### src/hdl/ptp_pkg.sv
// Shared types, constants and helper functions for the propeller thrust and power model.
// Used by ptp_mul, ptp_div and propeller_thrust_power_model; depends on nothing else.
`default_nettype none
package ptp_pkg;

  localparam int POLY_TERMS_DEFAULT = 4;

  localparam int MUL_W   = 64;
  localparam int PROD_W  = 128;
  localparam int DIV_NUM_W = 64;
  localparam int DIV_SH_MAX = 16;
  localparam int DIV_Q_W = DIV_NUM_W + DIV_SH_MAX;
  localparam int DIV_DEN_W = 48;
  localparam int MAG_W   = 63;

  localparam logic [DIV_DEN_W-1:0] TWO_PI_Q16 = 48'd411775;
  localparam logic [39:0]          HZ_MIN_Q16 = 40'd6554;
  localparam logic [MAG_W-1:0]     MAG_LIM    = 63'h4000_0000_0000_0000;

  // Last chain step of the hz factors and of the diameter factors in the thrust and power chains.
  localparam logic [3:0] CHAIN_T_HZ_END = 4'd2;
  localparam logic [3:0] CHAIN_T_D_END  = 4'd6;
  localparam logic [3:0] CHAIN_P_HZ_END = 4'd3;
  localparam logic [3:0] CHAIN_P_D_END  = 4'd8;

  localparam logic [2:0] CFG_THRUST_COEFS = 3'd0;
  localparam logic [2:0] CFG_POWER_COEFS  = 3'd1;
  localparam logic [2:0] CFG_PROP_DIAM    = 3'd2;
  localparam logic [2:0] CFG_MAX_ADV      = 3'd3;
  localparam logic [2:0] CFG_EFFICIENCY   = 3'd4;
  localparam logic [2:0] CFG_SLOWDOWN     = 3'd5;
  localparam logic [2:0] CFG_DIRECTION    = 3'd6;
  localparam logic [2:0] CFG_AIR_DENSITY  = 3'd7;

  typedef enum logic [3:0] {
    ST_IDLE,
    ST_W,
    ST_HZ,
    ST_DOT,
    ST_DEN,
    ST_J,
    ST_POLY,
    ST_CHAIN,
    ST_TQ,
    ST_PW,
    ST_DONE
  } ptp_state_t;

  // Product shifted right by 12 or 16 and clamped at 2^62.
  function automatic logic [MAG_W-1:0] sat62(input logic [PROD_W-1:0] prod,
                                             input logic sh12);
    logic [PROD_W-1:0] s;
    begin
      s = sh12 ? (prod >> 12) : (prod >> 16);
      sat62 = (s > PROD_W'(MAG_LIM)) ? MAG_LIM : s[MAG_W-1:0];
    end
  endfunction

  // Signed 32-bit saturation of a sign and a magnitude.
  function automatic logic [31:0] sat32(input logic neg, input logic [MAG_W-1:0] mag);
    begin
      if (!neg) begin
        sat32 = (mag > 63'h7fff_ffff) ? 32'h7fff_ffff : mag[31:0];
      end else if (mag > 63'h8000_0000) begin
        sat32 = 32'h8000_0000;
      end else begin
        sat32 = 32'(-mag[31:0]);
      end
    end
  endfunction

  function automatic logic signed [15:0] coef_at(input logic [63:0] packed_c,
                                                 input logic [1:0] idx);
    begin
      coef_at = $signed(packed_c[16*idx +: 16]);
    end
  endfunction

endpackage
`default_nettype wire

### src/hdl/ptp_mul.sv
// Shared 64x64 unsigned multiplier built from four registered 32x32 partial products.
// Depends on ptp_pkg for widths.
`default_nettype none
module ptp_mul (
  input  wire logic                          clk,
  input  wire logic                          rst,
  input  wire logic                          start,
  input  wire logic [ptp_pkg::MUL_W-1:0]     a,
  input  wire logic [ptp_pkg::MUL_W-1:0]     b,
  output logic                               done,
  output logic [ptp_pkg::PROD_W-1:0]         prod
);

  logic [ptp_pkg::MUL_W-1:0] a_reg;
  logic [ptp_pkg::MUL_W-1:0] b_reg;
  logic [2:0]                cnt;
  logic                      busy;
  logic [63:0]               pp;
  logic                      pp_valid;
  logic [1:0]                pp_off;
  logic [31:0]               a_half;
  logic [31:0]               b_half;
  logic [ptp_pkg::PROD_W-1:0] pp_shifted;

  assign a_half = cnt[0] ? a_reg[63:32] : a_reg[31:0];
  assign b_half = cnt[1] ? b_reg[63:32] : b_reg[31:0];

  always_comb begin
    unique case ({1'b0, pp_off[0]} + {1'b0, pp_off[1]})
      2'd0:    pp_shifted = {64'd0, pp};
      2'd1:    pp_shifted = {32'd0, pp, 32'd0};
      default: pp_shifted = {pp, 64'd0};
    endcase
  end

  always_ff @(posedge clk) begin
    if (rst) begin
      busy     <= 1'b0;
      pp_valid <= 1'b0;
      done     <= 1'b0;
      cnt      <= '0;
    end else begin
      done     <= 1'b0;
      pp_valid <= 1'b0;
      if (start) begin
        a_reg <= a;
        b_reg <= b;
        prod  <= '0;
        cnt   <= '0;
        busy  <= 1'b1;
      end else begin
        if (busy && !cnt[2]) begin
          pp       <= a_half * b_half;
          pp_off   <= cnt[1:0];
          pp_valid <= 1'b1;
          cnt      <= cnt + 3'd1;
        end
        if (pp_valid) begin
          prod <= prod + pp_shifted;
          if (pp_off == 2'd3) begin
            done <= 1'b1;
            busy <= 1'b0;
          end
        end
      end
    end
  end

endmodule
`default_nettype wire

### config.mk
export PLATFORM = sky130hd
export DESIGN_NAME = ptp_mul
export DESIGN_NICKNAME = d
export VERILOG_FILES = /design/src/hdl/ptp_pkg.sv /design/src/hdl/ptp_mul.sv
export SDC_FILE = /design/constraint.sdc
export NUM_CORES = 2
export LEC_CHECK = 0
export ABC_AREA = 1
export BUFFER_PORTS_ARGS = -buffer_cell sky130_fd_sc_hd__buf_2
export CORE_MARGIN = 1.5
export CORE_UTILIZATION = 35
export CTS_CLUSTER_SIZE = 8
export DETAILED_ROUTE_END_ITERATION = 8
export MAX_ROUTING_LAYER = met4
export PLACE_DENSITY = 0.51
export SLEW_MARGIN = 10
export SYNTH_ARGS = -nofsm -noshare
export SYNTH_HDL_FRONTEND = slang
export SYNTH_SLANG_ARGS = --single-unit
### constraint.sdc
create_clock -name clk -period 8.45 [get_ports clk]
set_clock_uncertainty 0.2 [all_clocks]
set_input_delay 1.2675 -clock clk [delete_from_list [all_inputs] [get_ports clk]]
set_output_delay 1.2675 -clock clk [all_outputs]
set_load 0.01 [all_outputs]
# Yosys cells after proc, flatten, opt, wreduce, memory -nomap -nowiden

Index checks and enable logic that the tools add are counted.

Add/subtract/negate cells: 3
Multiply operators: 1
Div/mod/pow operators: 0
Order comparisons: 0
Equal/unequal tests: 2
Shifts and indexed selects: 0
Multiplexer cells: 9
Bitwise gates (word level): 3
Reduce and logical (&&, ||, !) cells: 11

Operator list:

| cell                                                 | count |
|---|---|
| case mux 128 bit (2 select lines)                    | 1 |
| adder 128 bit                                        | 1 |
| 2-to-1 mux 128 bit                                   | 1 |
| multiplier 32 x 32 -> 64 bit                         | 1 |
| 2-to-1 mux 32 bit                                    | 2 |
| AND reduction 2 bit                                  | 3 |
| 2-to-1 mux 1 bit                                     | 5 |
| nonzero test 2 bit                                   | 2 |
| adder 3 x 1 -> 3 bit (second input constant)         | 1 |
| inverter 1 bit                                       | 3 |
| AND reduction 3 bit                                  | 1 |
| OR reduction 3 bit                                   | 1 |
| adder 1 x 1 -> 2 bit                                 | 1 |
| equality test 2 x 1 -> 1 bit (second input constant) | 1 |
| equality test 2 bit (second input constant)          | 1 |
| logical NOT 2 bit                                    | 1 |
| OR reduction 2 bit                                   | 1 |
| logical AND 1 bit                                    | 1 |
| logical NOT 1 bit                                    | 1 |

Register bits after elaboration: 328
Latch bits: 0
Bits in writable memories: 0
Bits in read-only memories: 0
Input port bits: 131
Output and inout port bits: 129
Word-level logic and storage cells: 38
Memories: 0

# Logic depth before layout (Yosys ltp)

Word-level depth: 5
Mapped depth: 37
Depth with buffers taken out: 33

# Worst setup path after synthesis

Ideal clock, no wire load.

Path type: input to register
Start point: input start
End point: register a_reg[0] (netlist bit) (enable)
Library setup time: 0.617 ns
Arrival: 7.364 ns
Data required time: 7.633 ns
Path slack: 0.269 ns
Stages on the path: 5
Buffers on the path: 3
Path through: clkbuf_1 -> inv_1 -> clkbuf_1 -> buf_4 -> nor2_1

Longest elaborated chain between the ends: 1

RTL lines:

| item                          | line          | text |
|---|---|---|
| start, declared               | ptp_mul.sv:7  | `input wire logic start,` |
| AND reduction 2 bit (no line) | n/a           |  |
| end signal, assigned          | ptp_mul.sv:46 | `a_reg <= a;` |
| end, declared                 | ptp_mul.sv:14 | `logic [ptp_pkg::MUL_W-1:0] a_reg;` |

No other way between the ends.
A chain may end at the register's enable or synchronous reset.

# Final worst setup path

Start point: register cnt[0]
End point: register pp[62], data pin

Longest elaborated chain between the ends: 2

RTL lines:

| item                         | line          | text |
|---|---|---|
| start, declared              | ptp_mul.sv:16 | `logic [2:0] cnt;` |
| start signal, assigned       | ptp_mul.sv:56 | `cnt <= cnt + 3'd1;` |
| 2-to-1 mux 32 bit            | ptp_mul.sv:25 | `assign a_half = cnt[0] ? a_reg[63:32] : a_reg[31:0];` |
| multiplier 32 x 32 -> 64 bit | ptp_mul.sv:53 | `pp <= a_half * b_half;` |
| end signal, assigned         | ptp_mul.sv:53 |  |
| end, declared                | ptp_mul.sv:18 | `logic [63:0] pp;` |

No other way between the ends.

==> flow_summary.yaml <==
sta:
  slew_viol_final: 0
  finalCritPeriodShare_pct: 97.11
  hold_violations: 0
  clock.fmax_ghz: 0.1219
  max-slew-margin-rel_pct: 23.85
  worst_slew_pin_slew_ps: 1142
  period_needed_ps: 8206
  final.setup.tns_ps: 0
  finalSetupViolations: 0
synthesis:
  syn_area_per_cell_um2: 7.332
  synth_fp_nets: 9555
  async_flop_share_pct: 0
  ys.flop_type: "edfxtp_1"
  synth_area_mm2: 0.05963
  ys_ff_latch: 328
  yosysWarnings: 0
  yosysTopAreaCell: "fa_1"
  ys_seq_area_share_pct: 16.42
  yosysUniqueCellTypes: 44
  ys_top_cells_by_area: "fa_1, edfxtp_1, nand2_1"
  yosysTopAreaCellShare_pct: 30.11
  synthCells: 8134
  synth_edf_count: 322
route:
  antenna_left: 0
  routed_wl_mm: 255.8
  dr.first_iter.drc_count: 4116
  met1_length_mm: 101.8
  wl_met2_mm: 123.3
  vias: 53169
  met3_length_mm: 13.53
  drc: 1
  vias_per_cell: 4.910
  wl_per_cell_um: 23.63
  maxUsedRoutingLayer: "met4"
  drt_first_pass_iters: 9
outcome:
  violations: "design-rule violations"
  outcome: "finished with violations"
floorplanning:
  die_h_um: 415.8
  initial_core_util_pct: 35.23
  fp-row-count: 151
  die_w_um: 415.8
  coreArea_mm2: 0.1693
  io_pins: 260
  dieArea_mm2: 0.1729
final_layout:
  syn_to_final_growth_pct: 12.68
  regMostFlops: "prod"
  drive_above_1_share_pct: 11.34
  nFillCells: 18078
  fin_area_mm2: 0.06720
  nets: 9993
  largest_reg_flops: 128
global_route:
  grt-ovfl-total: 0
  gr-usage-all-layers_pct: 30.40
  grt_pass1_vias: 54885
  grt_first_pass_wirelength_mm: 367.4
  grt_max_degree: 128
  antenna_found_initial: 2
cts:
  clk_pin_slew_worst_paths_ps: 60
  insertion_delay_ps: 720
  clockBufferDepth: 3
  cts_inserted_buffers: 52
  clockRootBuffer: "clkbuf_16"
  cts.sinks: 328
  htreeDepth: 2
  ctsHoldBuffers: 0
  cts_tree: "built"
critical_path:
  critical_path.max_fanout: 28
  critPathMaxStageDelay_ps: 900
  cp.required_ps: 8720
  end_kind: "flop"
  slowest_stage: "o21ai_2"
  path_common_cell: "fa_1"
  crit_path_start_kind: "flop"
  timing.critical_path.arrival_ps: 8480
  worstSetupPathType: "flop to flop"
placed_design:
  placed_cell_area_mm2: 0.06559
  port_buffers: 259
  dp_hpwl_mm: 220.3
  place.gp.congestion: 1.009
worst_hold_path:
  hold_path_class: "flop to flop"
run:
  maxCapViolCount: 0
[repair_timing]
| item | 4_1_cts | 5_1_grt |
|---|---|---|
| gates resized for setup | 0 | 3 |
| setup buffers | 0 | 1 |
| endpoints found under the setup margin | 0 | 21 |
[through the flow]
step                util (%)  instances  worst slack, ps  hold slack [ps]
floorplan                  -       8134            269.1            231.4
global placement       38.75      10735            228.5            257.7
detailed placement     38.75      10735            279.6            273.2
CTS                    39.68      10826            286.5            289.8
global route           39.69      10827           -6.382            303.3
finish                 39.70      10828            244.0            283.2
[path summary, 6_finish.rpt]
check / end / start / cells after the start / slack, ps
min reg2reg: cnt[2]$_SDFFE_PP0P_ / cnt[2]$_SDFFE_PP0P_ / 2 / 280
max reg2reg: pp[62]$_DFFE_PP_ / cnt[0]$_SDFFE_PP0P_ / 25 / 240
max: pp[62]$_DFFE_PP_ / cnt[0]$_SDFFE_PP0P_ / 25 / 240
min: cnt[2]$_SDFFE_PP0P_ / cnt[2]$_SDFFE_PP0P_ / 2 / 280
[synth_stat cells (2+ instances only)]
| cell | instances |
|---|---|
| nand2_2 | 64 |
| o22ai_1 | 64 |
| dfxtp_1 | 6 |
| edfxtp_1 | 322 |
| nor2_1 | 1048 |
| inv_2 | 42 |
| o21bai_1 | 18 |
| nor4_1 | 6 |
| o21ai_0 | 147 |
| clkinv_1 | 18 |
| ha_1 | 393 |
| xnor2_1 | 7 |
| xor2_1 | 42 |
| fa_1 | 897 |
| clkbuf_1 | 93 |
| nand3b_1 | 3 |
| a21o_1 | 16 |
| nand3_1 | 129 |
| nor3_2 | 10 |
| o21ai_1 | 23 |
| or2_2 | 30 |
| nand4_1 | 20 |
| or2_1 | 3 |
| nor2_2 | 85 |
| nor3_1 | 24 |
| nand3_2 | 27 |
| nand2b_1 | 2 |
| inv_1 | 2017 |
| a21oi_1 | 267 |
| o21a_1 | 9 |
| buf_2 | 99 |
| a31oi_1 | 9 |
| buf_4 | 3 |
| nor2_4 | 12 |
| nor4_2 | 4 |
| o21ai_2 | 18 |
| nand2_1 | 2136 |
| and2_1 | 15 |
[routing by layer]
metal | GRT usage (%) | up-vias
li1 | - | 24839
met1 | 35.73 | 25912
met2 | 51.12 | 1877
met3 | 2.996 | 541
met4 | 16.73 | 0
met5 | - | -
[cells in the final DEF (no fill, tap or decap), types with 22 or more instances in the layout]
| master | netlist | layout |
|---|---|---|
| nand2_2 | 64 | 66 |
| nand3_2 | 27 | 27 |
| ha_1 | 393 | 393 |
| buf_4 | 3 | 302 |
| o21ai_0 | 147 | 124 |
| o21ai_2 | 18 | 47 |
| fa_1 | 897 | 897 |
| nor3_1 | 24 | 24 |
| or2_2 | 30 | 30 |
| o22ai_1 | 64 | 64 |
| clkbuf_16 | 0 | 52 |
| inv_1 | 2017 | 2014 |
| clkbuf_1 | 93 | 22 |
| nand3_1 | 129 | 129 |
| buf_2 | 99 | 259 |
| nor2_1 | 1048 | 1045 |
| a21oi_1 | 267 | 267 |
| clkinv_1 | 18 | 25 |
| edfxtp_1 | 322 | 322 |
| xor2_1 | 42 | 42 |
| nor2_2 | 85 | 85 |
| nand2_1 | 2136 | 2134 |
| inv_2 | 42 | 42 |
[cell families after synthesis]
group / after synthesis / share of synthesized area (%)
AND/OR/NAND/NOR: 3618 / 24.65
buffers and inverters: 2273 / 14.53
adder cells (fa/ha/maj): 1290 / 38.36
AO/OA/AOI/OAI: 576 / 5.319
flip-flops: 328 / 16.42
XOR/XNOR: 49 / 0.7196
[worst max-delay path, delay by kind of cell, from the launching register on]
| family | cells | cell delay (ps) |
|---|---|---|
| compound gates | 6 | 2080 |
| fa+ha+maj | 9 | 4050 |
| flops | 1 | 340 |
| buf+inv | 6 | 1000 |
| simple gates | 4 | 280 |
[cell type report]
cell class / instances / area (um^2) / area share [%]
clock inverter: 15 / 163.9 / 0.2439
timing repair buffer: 580 / 3930 / 5.848
antenna: 1 / 2.502 / 0.003724
sequential: 328 / 9794 / 14.58
tap: 2218 / 2775 / 4.130
clock buffer: 76 / 1411 / 2.100
inverter: 2077 / 7806 / 11.62
multi-input combinational: 5533 / 41310 / 61.48
Power is not shown: default switching activity piles up to over one toggle a cycle in this logic, so the estimate is an artifact.
